### src/hw/rtl/itrd_pkg.sv
`default_nettype none
// ----------------------------------------------------------------------------
// itrd_pkg
// shared constants, types, the digit-to-ascii and buffer address mappings of the radix converter
// ----------------------------------------------------------------------------
package itrd_pkg;

	// value and digit sizing
	localparam int VALUE_BITS  = 32;
	localparam int MAX_DIGITS  = 32;
	localparam int RADIX_W     = 6;
	localparam int DIGIT_W     = 6;
	localparam int CHAR_W      = 7;

	// radix register
	localparam int           APB_DATA_W  = 32;
	localparam int           PADDR_W     = 3;
	localparam logic [0:0]   REG_RADIX   = 1'b0;
	localparam logic [RADIX_W-1:0] RADIX_RESET = RADIX_W'(10);
	localparam logic [RADIX_W-1:0] RADIX_MIN   = RADIX_W'(2);
	localparam logic [RADIX_W-1:0] RADIX_MAX   = RADIX_W'(36);

	// divide unit: quotient bits retired per cycle
	localparam int STEPS_PER_CYCLE = 4;
	localparam int DIV_W           = ((VALUE_BITS + STEPS_PER_CYCLE - 1) / STEPS_PER_CYCLE)
		* STEPS_PER_CYCLE;
	localparam int DIV_CYCLES      = DIV_W / STEPS_PER_CYCLE;
	localparam int STEP_CNT_W      = $clog2(DIV_CYCLES);

	// digit buffer: two banks of MAX_DIGITS entries
	localparam int CNT_W     = $clog2(MAX_DIGITS + 1);
	localparam int IDX_W     = $clog2(MAX_DIGITS);
	localparam int RAM_DEPTH = 2 * MAX_DIGITS;
	localparam int ADDR_W    = $clog2(RAM_DEPTH);

	// output queue
	localparam int OFIFO_DEPTH = 4;
	localparam int OFIFO_PTR_W = $clog2(OFIFO_DEPTH);
	localparam int OFIFO_CNT_W = $clog2(OFIFO_DEPTH + 1);

	// ascii
	localparam logic [CHAR_W-1:0]  ASCII_ZERO  = CHAR_W'(48);
	localparam logic [CHAR_W-1:0]  ASCII_A     = CHAR_W'(65);
	localparam logic [DIGIT_W-1:0] DECIMAL_MAX = DIGIT_W'(9);
	localparam logic [DIGIT_W-1:0] DECIMAL_TEN = DIGIT_W'(10);

	// finished conversion handed from front to back
	typedef struct packed {
		logic             bank;
		logic [CNT_W-1:0] count;
	} job_t;

	typedef struct packed {
		logic             push;
		logic [CNT_W-1:0] count;
	} job_push_t;

	typedef struct packed {
		logic full;
		logic wr_bank;
	} job_qstat_t;

	typedef struct packed {
		logic valid;
		job_t job;
	} job_head_t;

	function automatic logic [CHAR_W-1:0] to_ascii(input logic [DIGIT_W-1:0] d);
		logic [CHAR_W-1:0] c;
		if (d <= DECIMAL_MAX) begin
			c = ASCII_ZERO + CHAR_W'(d);
		end else begin
			c = ASCII_A + CHAR_W'(d - DECIMAL_TEN);
		end
		return c;
	endfunction

	function automatic logic [ADDR_W-1:0] buf_addr(input logic bank,
		input logic [IDX_W-1:0] idx);
		logic [ADDR_W-1:0] a;
		a = ADDR_W'(idx);
		if (bank) begin
			a = a + ADDR_W'(MAX_DIGITS);
		end
		return a;
	endfunction

endpackage
`default_nettype wire

### src/hw/rtl/itrd_ram.sv
`default_nettype none
// ----------------------------------------------------------------------------
// itrd_ram
// generic simple dual-port ram, one write port, one registered read port
// ----------------------------------------------------------------------------
module itrd_ram #(
	parameter int WIDTH = 8,
	parameter int DEPTH = 16
) (
	input  wire logic                     clk,
	input  wire logic                     we,
	input  wire logic [$clog2(DEPTH)-1:0] waddr,
	input  wire logic [WIDTH-1:0]         wdata,
	input  wire logic                     re,
	input  wire logic [$clog2(DEPTH)-1:0] raddr,
	output logic      [WIDTH-1:0]         rdata
);

	logic [WIDTH-1:0] mem_q [DEPTH];

	always_ff @(posedge clk) begin
		if (we) begin
			mem_q[waddr] <= wdata;
		end
		if (re) begin
			rdata <= mem_q[raddr];
		end
	end

endmodule
`default_nettype wire

### src/hw/rtl/itrd_front.sv
`default_nettype none
// ----------------------------------------------------------------------------
// itrd_front
// accepts a value and divides it repeatedly by the radix, storing remainders
// ----------------------------------------------------------------------------
module itrd_front (
	input  wire logic                              clk,
	input  wire logic                              arst_n,
	input  wire logic                              push,
	input  wire logic [itrd_pkg::VALUE_BITS-1:0]   value_in,
	input  wire logic [itrd_pkg::RADIX_W-1:0]      radix,
	input  wire itrd_pkg::job_qstat_t              qstat,
	output logic                                   full,
	output itrd_pkg::job_push_t                    job_push,
	output logic                                   ram_we,
	output logic [itrd_pkg::ADDR_W-1:0]            ram_waddr,
	output logic [itrd_pkg::DIGIT_W-1:0]           ram_wdata
);

	localparam logic ST_IDLE = 1'b0;
	localparam logic ST_DIV  = 1'b1;

	logic                               state_q;
	logic [itrd_pkg::DIV_W-1:0]         quo_q;
	logic [itrd_pkg::RADIX_W-1:0]       rem_q;
	logic [itrd_pkg::RADIX_W-1:0]       base_q;
	logic [itrd_pkg::STEP_CNT_W-1:0]    step_q;
	logic [itrd_pkg::CNT_W-1:0]         ndig_q;
	logic                               bank_q;

	logic [itrd_pkg::DIV_W-1:0]         quo_c;
	logic [itrd_pkg::RADIX_W-1:0]       rem_c;
	logic [itrd_pkg::CNT_W-1:0]         ndig_next;
	logic                               digit_end;
	logic                               job_done;
	logic                               accept;

	// restoring division, STEPS_PER_CYCLE quotient bits per cycle
	always_comb begin
		logic [itrd_pkg::RADIX_W:0] t;
		quo_c = quo_q;
		rem_c = rem_q;
		for (int i = 0; i < itrd_pkg::STEPS_PER_CYCLE; i++) begin
			t     = {rem_c, quo_c[itrd_pkg::DIV_W-1]};
			quo_c = {quo_c[itrd_pkg::DIV_W-2:0], 1'b0};
			if (t >= {1'b0, base_q}) begin
				t        = t - {1'b0, base_q};
				quo_c[0] = 1'b1;
			end
			rem_c = t[itrd_pkg::RADIX_W-1:0];
		end
	end

	assign digit_end = (step_q == itrd_pkg::STEP_CNT_W'(itrd_pkg::DIV_CYCLES - 1));
	assign ndig_next = ndig_q + itrd_pkg::CNT_W'(1);
	assign job_done  = digit_end && ((quo_c == '0) ||
		(ndig_next == itrd_pkg::CNT_W'(itrd_pkg::MAX_DIGITS)));

	assign full   = (state_q == ST_DIV) || qstat.full;
	assign accept = push && !full;

	assign ram_we    = (state_q == ST_DIV) && digit_end;
	assign ram_waddr = itrd_pkg::buf_addr(bank_q, ndig_q[itrd_pkg::IDX_W-1:0]);
	assign ram_wdata = rem_c;

	assign job_push.push  = (state_q == ST_DIV) && job_done;
	assign job_push.count = ndig_next;

	always_ff @(posedge clk or negedge arst_n) begin
		if (!arst_n) begin
			state_q <= ST_IDLE;
			step_q  <= '0;
			ndig_q  <= '0;
		end else begin
			case (state_q)
				ST_IDLE: begin
					if (accept) begin
						state_q <= ST_DIV;
						step_q  <= '0;
						ndig_q  <= '0;
					end
				end
				ST_DIV: begin
					step_q <= step_q + itrd_pkg::STEP_CNT_W'(1);
					if (digit_end) begin
						step_q <= '0;
						ndig_q <= ndig_next;
						if (job_done) begin
							state_q <= ST_IDLE;
						end
					end
				end
				default: begin
					state_q <= ST_IDLE;
				end
			endcase
		end
	end

	// datapath, no reset
	always_ff @(posedge clk) begin
		if (accept) begin
			quo_q  <= itrd_pkg::DIV_W'(value_in);
			rem_q  <= '0;
			base_q <= radix;
			bank_q <= qstat.wr_bank;
		end else if (state_q == ST_DIV) begin
			quo_q <= quo_c;
			rem_q <= digit_end ? '0 : rem_c;
		end
	end

endmodule
`default_nettype wire

### src/hw/rtl/itrd_job_queue.sv
`default_nettype none
// ----------------------------------------------------------------------------
// itrd_job_queue
// two-entry queue of finished conversions, entry slot doubles as buffer bank
// ----------------------------------------------------------------------------
module itrd_job_queue (
	input  wire logic                  clk,
	input  wire logic                  arst_n,
	input  wire itrd_pkg::job_push_t   job_push,
	input  wire logic                  job_pop,
	output itrd_pkg::job_qstat_t       qstat,
	output itrd_pkg::job_head_t        head
);

	logic [itrd_pkg::CNT_W-1:0] count_q [2];
	logic                       wr_ptr_q;
	logic                       rd_ptr_q;
	logic [1:0]                 fill_q;

	assign qstat.full     = (fill_q == 2'd2);
	assign qstat.wr_bank  = wr_ptr_q;
	assign head.valid     = (fill_q != 2'd0);
	assign head.job.bank  = rd_ptr_q;
	assign head.job.count = count_q[rd_ptr_q];

	always_ff @(posedge clk or negedge arst_n) begin
		if (!arst_n) begin
			wr_ptr_q <= 1'b0;
			rd_ptr_q <= 1'b0;
			fill_q   <= 2'd0;
		end else begin
			if (job_push.push) begin
				wr_ptr_q <= !wr_ptr_q;
			end
			if (job_pop) begin
				rd_ptr_q <= !rd_ptr_q;
			end
			case ({job_push.push, job_pop})
				2'b10:   fill_q <= fill_q + 2'd1;
				2'b01:   fill_q <= fill_q - 2'd1;
				default: fill_q <= fill_q;
			endcase
		end
	end

	always_ff @(posedge clk) begin
		if (job_push.push) begin
			count_q[wr_ptr_q] <= job_push.count;
		end
	end

endmodule
`default_nettype wire

### src/hw/rtl/itrd_back.sv
`default_nettype none
// ----------------------------------------------------------------------------
// itrd_back
// reads stored digits most significant first and queues ascii characters
// ----------------------------------------------------------------------------
module itrd_back (
	input  wire logic                         clk,
	input  wire logic                         arst_n,
	input  wire itrd_pkg::job_head_t          head,
	output logic                              job_pop,
	output logic                              ram_re,
	output logic [itrd_pkg::ADDR_W-1:0]       ram_raddr,
	input  wire logic [itrd_pkg::DIGIT_W-1:0] ram_rdata,
	input  wire logic                         pop,
	output logic                              empty,
	output logic [itrd_pkg::CHAR_W-1:0]       digit_char,
	output logic                              last_digit
);

	logic                               active_q;
	logic                               bank_q;
	logic [itrd_pkg::IDX_W-1:0]         idx_q;
	logic                               rd_s1;
	logic                               last_s1;

	logic [itrd_pkg::CHAR_W-1:0]        char_q [itrd_pkg::OFIFO_DEPTH];
	logic                               last_q [itrd_pkg::OFIFO_DEPTH];
	logic [itrd_pkg::OFIFO_PTR_W-1:0]   wp_q;
	logic [itrd_pkg::OFIFO_PTR_W-1:0]   rp_q;
	logic [itrd_pkg::OFIFO_CNT_W-1:0]   cnt_q;

	logic                               issue;
	logic                               do_pop;

	// reserve a slot for the read in flight
	assign issue = active_q &&
		((cnt_q + itrd_pkg::OFIFO_CNT_W'(rd_s1)) < itrd_pkg::OFIFO_CNT_W'(itrd_pkg::OFIFO_DEPTH));
	assign job_pop   = issue && (idx_q == '0);
	assign ram_re    = issue;
	assign ram_raddr = itrd_pkg::buf_addr(bank_q, idx_q);

	assign empty      = (cnt_q == '0);
	assign do_pop     = pop && !empty;
	assign digit_char = char_q[rp_q];
	assign last_digit = last_q[rp_q];

	always_ff @(posedge clk or negedge arst_n) begin
		if (!arst_n) begin
			active_q <= 1'b0;
			rd_s1    <= 1'b0;
			wp_q     <= '0;
			rp_q     <= '0;
			cnt_q    <= '0;
		end else begin
			if (!active_q && head.valid) begin
				active_q <= 1'b1;
			end else if (job_pop) begin
				active_q <= 1'b0;
			end
			rd_s1 <= issue;
			if (rd_s1) begin
				wp_q <= wp_q + itrd_pkg::OFIFO_PTR_W'(1);
			end
			if (do_pop) begin
				rp_q <= rp_q + itrd_pkg::OFIFO_PTR_W'(1);
			end
			case ({rd_s1, do_pop})
				2'b10:   cnt_q <= cnt_q + itrd_pkg::OFIFO_CNT_W'(1);
				2'b01:   cnt_q <= cnt_q - itrd_pkg::OFIFO_CNT_W'(1);
				default: cnt_q <= cnt_q;
			endcase
		end
	end

	always_ff @(posedge clk) begin
		if (!active_q && head.valid) begin
			bank_q <= head.job.bank;
			idx_q  <= itrd_pkg::IDX_W'(head.job.count - itrd_pkg::CNT_W'(1));
		end else if (issue) begin
			idx_q <= idx_q - itrd_pkg::IDX_W'(1);
		end
		if (issue) begin
			last_s1 <= (idx_q == '0);
		end
		if (rd_s1) begin
			char_q[wp_q] <= itrd_pkg::to_ascii(ram_rdata);
			last_q[wp_q] <= last_s1;
		end
	end

endmodule
`default_nettype wire

### src/hw/rtl/integer_to_radix_digits.sv
`default_nettype none
// ----------------------------------------------------------------------------
// integer_to_radix_digits
// converts an unsigned value to ascii digits in a programmable base 2..36,
// most significant digit first, final digit marked
// ----------------------------------------------------------------------------
//
// channel   | handshake          | payload                 | transfer when
// ----------+--------------------+-------------------------+-----------------------
// input     | push / full        | value_in                | push && !full
// result    | pop / empty        | digit_char, last_digit  | pop && !empty
// config    | psel/penable/...   | paddr, pwdata, prdata   | psel && penable && pwrite
//
// flow: each digit passes through the divide unit at 4 quotient bits per
// cycle over the 32-bit value, and full stays high while a value is being
// divided; the next value transfers once the front is back in idle at the
// earliest; characters leave at one per cycle from the back while pop is held,
// overlapped with the next conversion
// reset: radix returns to 10, both queues empty; the digit buffer holds no reset
// stalls: the front takes a new value while up to one finished value waits in
// the buffer; a stalled result side only fills the output queue and job queue
//
module integer_to_radix_digits (
	input  wire logic                              clk,
	input  wire logic                              arst_n,
	// input queue side
	input  wire logic                              push,
	output logic                                   full,
	input  wire logic [itrd_pkg::VALUE_BITS-1:0]   value_in,
	// result queue side
	input  wire logic                              pop,
	output logic                                   empty,
	output logic [itrd_pkg::CHAR_W-1:0]            digit_char,
	output logic                                   last_digit,
	// register port
	input  wire logic                              psel,
	input  wire logic                              penable,
	input  wire logic                              pwrite,
	input  wire logic [itrd_pkg::PADDR_W-1:0]      paddr,
	input  wire logic [itrd_pkg::APB_DATA_W-1:0]   pwdata,
	output logic [itrd_pkg::APB_DATA_W-1:0]        prdata,
	output logic                                   pready
);

	logic [itrd_pkg::RADIX_W-1:0] radix_q;
	logic [itrd_pkg::RADIX_W-1:0] wr_radix;
	logic                         reg_sel;
	logic                         reg_wr;

	itrd_pkg::job_qstat_t         qstat;
	itrd_pkg::job_push_t          job_push;
	itrd_pkg::job_head_t          head;
	logic                         job_pop;

	logic                         ram_we;
	logic [itrd_pkg::ADDR_W-1:0]  ram_waddr;
	logic [itrd_pkg::DIGIT_W-1:0] ram_wdata;
	logic                         ram_re;
	logic [itrd_pkg::ADDR_W-1:0]  ram_raddr;
	logic [itrd_pkg::DIGIT_W-1:0] ram_rdata;

	// register access, zero wait states
	assign pready  = 1'b1;
	assign reg_sel = (paddr[itrd_pkg::PADDR_W-1] == itrd_pkg::REG_RADIX);
	assign reg_wr  = psel && penable && pwrite && pready && reg_sel;

	// saturate the written base into 2..36
	always_comb begin
		wr_radix = pwdata[itrd_pkg::RADIX_W-1:0];
		if (wr_radix < itrd_pkg::RADIX_MIN) begin
			wr_radix = itrd_pkg::RADIX_MIN;
		end else if (wr_radix > itrd_pkg::RADIX_MAX) begin
			wr_radix = itrd_pkg::RADIX_MAX;
		end
	end

	assign prdata = reg_sel ? itrd_pkg::APB_DATA_W'(radix_q) : '0;

	always_ff @(posedge clk or negedge arst_n) begin
		if (!arst_n) begin
			radix_q <= itrd_pkg::RADIX_RESET;
		end else if (reg_wr) begin
			radix_q <= wr_radix;
		end
	end

	// front: accept and divide
	itrd_front u_front (
		.clk       (clk),
		.arst_n    (arst_n),
		.push      (push),
		.value_in  (value_in),
		.radix     (radix_q),
		.qstat     (qstat),
		.full      (full),
		.job_push  (job_push),
		.ram_we    (ram_we),
		.ram_waddr (ram_waddr),
		.ram_wdata (ram_wdata)
	);

	// two banks of remainders, one per queued conversion
	itrd_ram #(
		.WIDTH (itrd_pkg::DIGIT_W),
		.DEPTH (itrd_pkg::RAM_DEPTH)
	) u_digit_buf (
		.clk   (clk),
		.we    (ram_we),
		.waddr (ram_waddr),
		.wdata (ram_wdata),
		.re    (ram_re),
		.raddr (ram_raddr),
		.rdata (ram_rdata)
	);

	// finished conversions waiting for the back
	itrd_job_queue u_job_queue (
		.clk      (clk),
		.arst_n   (arst_n),
		.job_push (job_push),
		.job_pop  (job_pop),
		.qstat    (qstat),
		.head     (head)
	);

	// back: emit characters, most significant first
	itrd_back u_back (
		.clk        (clk),
		.arst_n     (arst_n),
		.head       (head),
		.job_pop    (job_pop),
		.ram_re     (ram_re),
		.ram_raddr  (ram_raddr),
		.ram_rdata  (ram_rdata),
		.pop        (pop),
		.empty      (empty),
		.digit_char (digit_char),
		.last_digit (last_digit)
	);

endmodule
`default_nettype wire

### config.mk
export PLATFORM = sky130hd
export DESIGN_NAME = integer_to_radix_digits
export DESIGN_NICKNAME = d
export VERILOG_FILES = /design/src/hw/rtl/itrd_pkg.sv /design/src/hw/rtl/itrd_ram.sv /design/src/hw/rtl/itrd_front.sv /design/src/hw/rtl/itrd_job_queue.sv /design/src/hw/rtl/itrd_back.sv /design/src/hw/rtl/integer_to_radix_digits.sv
export SDC_FILE = /design/constraint.sdc
export NUM_CORES = 1
export LEC_CHECK = 0
export ABC_AREA = 0
export ABC_CLOCK_PERIOD_IN_PS = 9100
export BUFFER_PORTS_ARGS = -buffer_cell sky130_fd_sc_hd__buf_2
export CAP_MARGIN = 20
export CORE_UTILIZATION = 55
export CTS_CLUSTER_DIAMETER = 200
export DETAILED_ROUTE_END_ITERATION = 8
export PLACE_DENSITY = 0.84
export SLEW_MARGIN = 20
export SYNTH_ARGS = -nofsm -noshare
export SYNTH_HDL_FRONTEND = slang
export SYNTH_SLANG_ARGS = --single-unit
### constraint.sdc
create_clock -name clk -period 9.1 [get_ports clk]
set_input_delay 0 -clock clk [delete_from_list [all_inputs] [get_ports clk]]
set_output_delay 0 -clock clk [all_outputs]
set_load 0.03 [all_outputs]
==> metrics.yaml <==
floorplan:
  die_w_um: 202.1
  coreArea_um2: 39100
  fp.dieArea_um2: 40850
  rows: 72
  io_pins: 117
  initial_core_util_pct: 56.33
  die_y_um: 202.1
routing:
  post_drt_wl_per_cell_um: 23.19
  route.detailed.drc: 0
  antenna_left: 0
  postRouteWirelength_um: 46120
  drtIter0Drc: 1330
  routed_via_density: 6.171
  num_vias: 12270
  dr.pass1.iters: 5
clock_tree:
  ctsHtreeMaxLevel: 2
  cts_tree: "yes"
  clk_pin_slew_ps: 60
  clkSinkCount: 513
  root_buffer: "clkbuf_16"
  insertion_delay_ps: 570
  cts.path.max_buffers: 3
  numCtsBuffers: 48
finish:
  antenna_cells: 0
  layout_commonest_cell: "edfxtp_1"
  area_growth_pct: 12.44
  layout_common_cells: "478 x edfxtp_1, 127 x nand2_1, 116 x mux4_2"
  instances_no_fill: 1989
  nets: 1551
  drive_gt1_share_pct: 19.85
placed_design:
  io_buffer_count: 61
  dp_hpwl_um: 27230
  dp.cells: 1851
  globalplace.congestion: 0.8686
synthesis:
  synth_fa_ha_area_share_pct: 2.659
  synth_cells: 1323
  synth_xor_area_share_pct: 1.312
  syn_area_per_cell_um2: 16.65
  synth.distinct_cells: 65
  ys_ff_latch: 513
  yosys.area_share.simple_pct: 6.448
  synth.top_cells.by_area: "edfxtp_1 65%, mux4_2 12%, dfrtp_1 3.1%, nand2_1 2.2%, ha_1 2.2%"
  yosysWarnings: 0
  synth_edf_count: 478
  muxShareOfSynthArea_pct: 14.17
  synth_compound_area_share_pct: 3.710
  netlist_area_um2: 22020
  netlist.area_leader.share_pct: 65.17
  synth_top_family_by_area: "multiplexers"
  synth_top_cell_by_area: "edfxtp_1"
  yosysSeqAreaShare_pct: 69.03
  synth_flop_cell: "edfxtp_1"
  ys_async_sr_fraction_pct: 5.653
grt:
  grt_pass1_wl_um: 70770
  grt_start_max_net_pins: 98
  grt_pass1_vias: 12520
  grt_usage_pct: 22.90
  antenna_found_initial: 0
  grt_overflow: 0
sta:
  tns_ps: 0
  min_period_over_period_pct: 92.37
  max_freq_mhz: 119.0
  min_period_ps: 8406
  finClkSkew_ps: 23.19
  final_hold_viol_count: 0
  grt_setup_unrepaired: "no"
  slew_headroom_pct: 28.29
  final_max_slew_viol_count: 0
  worstMarginPinSlew_ps: 1067
  finalSetupViolCount: 0
worst_setup_path:
  cp-start-kind: "register"
  cp.required_ps: 9310
  cpPeakStageDelay_ps: 570
  startpoint: "u_front.base_q[1]$_DFFE_PP_"
  worstPathMaxFanout: 9
  reg2reg_from: "u_front.base_q[1]$_DFFE_PP_"
  crit_type: "register to register"
  cpMaxStageDelayCell: "or4_1"
  crit_path_end_kind: "register"
  cp_data_arrival_time_ps: 8620
  crit_top_cell: "ha_1"
job:
  cap_violations: 0
run_status:
  outcome: "completed"
min_path:
  min-delay-path-class: "input port to asynchronous set/reset pin"
[area by class of cell]
class	instances	area [um2]
Sequential cell	513	15200
Fill cell	2540	14330
Multi-Input combinational cell	710	6380
Clock buffer	66	1279
Timing Repair Buffer	121	918.4
Tap cell	518	648.1
Clock inverter	21	186.4
Inverter	40	150.1
[critical path: cells and delay by family (launching register included)]
kind / cells / cell delay [ps]
AND/OR/NAND/NOR: 9 / 2240
buffers and inverters: 3 / 550
flip-flops: 1 / 510
AO/OA/AOI/OAI: 15 / 3210
multiplexers: 1 / 390
adder cells (fa/ha/maj): 4 / 1110
[flip-flops by register name (all words and copies together) (netlist names), 2 cells and up]
signal / flops
u_digit_buf.mem_q: 384
u_front.quo_q: 32
u_back.char_q: 28
u_job_queue.count_q: 10
radix_q: 6
u_digit_buf.rdata: 6
u_front.base_q: 6
u_front.ndig_q: 6
u_front.rem_q: 6
u_back.idx_q: 5
u_back.last_q: 4
u_back.cnt_q: 3
u_front.step_q: 3
u_back.rp_q: 2
u_back.wp_q: 2
u_job_queue.fill_q: 2
[logic make-up (layout without fill, tap and decap cells)]
family          Yosys count  count (layout)
mux                     163             163
xor+xnor                 33              33
compound gates          122             122
buf+inv                 125             248
fa+ha+maj                44              44
simple gates            321             321
other cells               2              27
flops                   513             513
[final timing paths]
check	to	depth (start not counted)	slack, ps
hold / removal	radix_q[0]$_DFFE_PN0P_	2	9
max in group asynchronous	u_front.ndig_q[4]$_DFFE_PN0P_	2	8640
setup reg to reg	u_job_queue.count_q[0][0]$_DFFE_PP_	32	690
min in group clk	radix_q[5]$_DFFE_PN0P_	3	80
hold reg to reg	u_front.base_q[0]$_DFFE_PP_	0	490
setup / recovery	u_job_queue.count_q[0][0]$_DFFE_PP_	32	690
[per-layer routing]
layer	GRT usage [%]	routed length [um]	vias up
li1	-	-	5274
met1	29.60	17380	6229
met2	39.18	23570	648
met3	3.966	3620	123
met4	8.324	1553	0
met5	0	0	-
[per-stage QoR]
stage	utilization [%]	setup slack (ps)	hold slack [ps]	instance area (um2)
4_1_cts	63.19	537.5	12.39	24700
6_report	63.34	694.1	8.533	24760
2_1_floorplan	-	180.5	-295.6	22120
3_5_place_dp	58.24	579.7	70.35	22770
5_1_grt	63.34	63.77	72.12	24760
3_3_place_gp	58.24	802.8	53.51	22770
[synthesized netlist by cell type (all sizes together), types with 27 or more instances]
| master | instances |
|---|---|
| dfrtp | 27 |
| mux4 | 116 |
| nand2 | 127 |
| ha | 38 |
| inv | 39 |
| o21ai | 37 |
| a21oi | 30 |
| edfxtp | 478 |
| mux2i | 29 |
| nor2 | 104 |
| buf | 46 |
| clkbuf | 39 |
[repair_timing]
action,in CTS,in global routing
buffers inserted,0,3
endpoints found under the setup margin,0,272
hold endpoints to repair,70,0
hold buffers,47,0
gates resized for setup,0,4
Power is left out: the tool's default activity adds up to more than one toggle a clock period on the data nets, which glitch-free logic cannot reach.
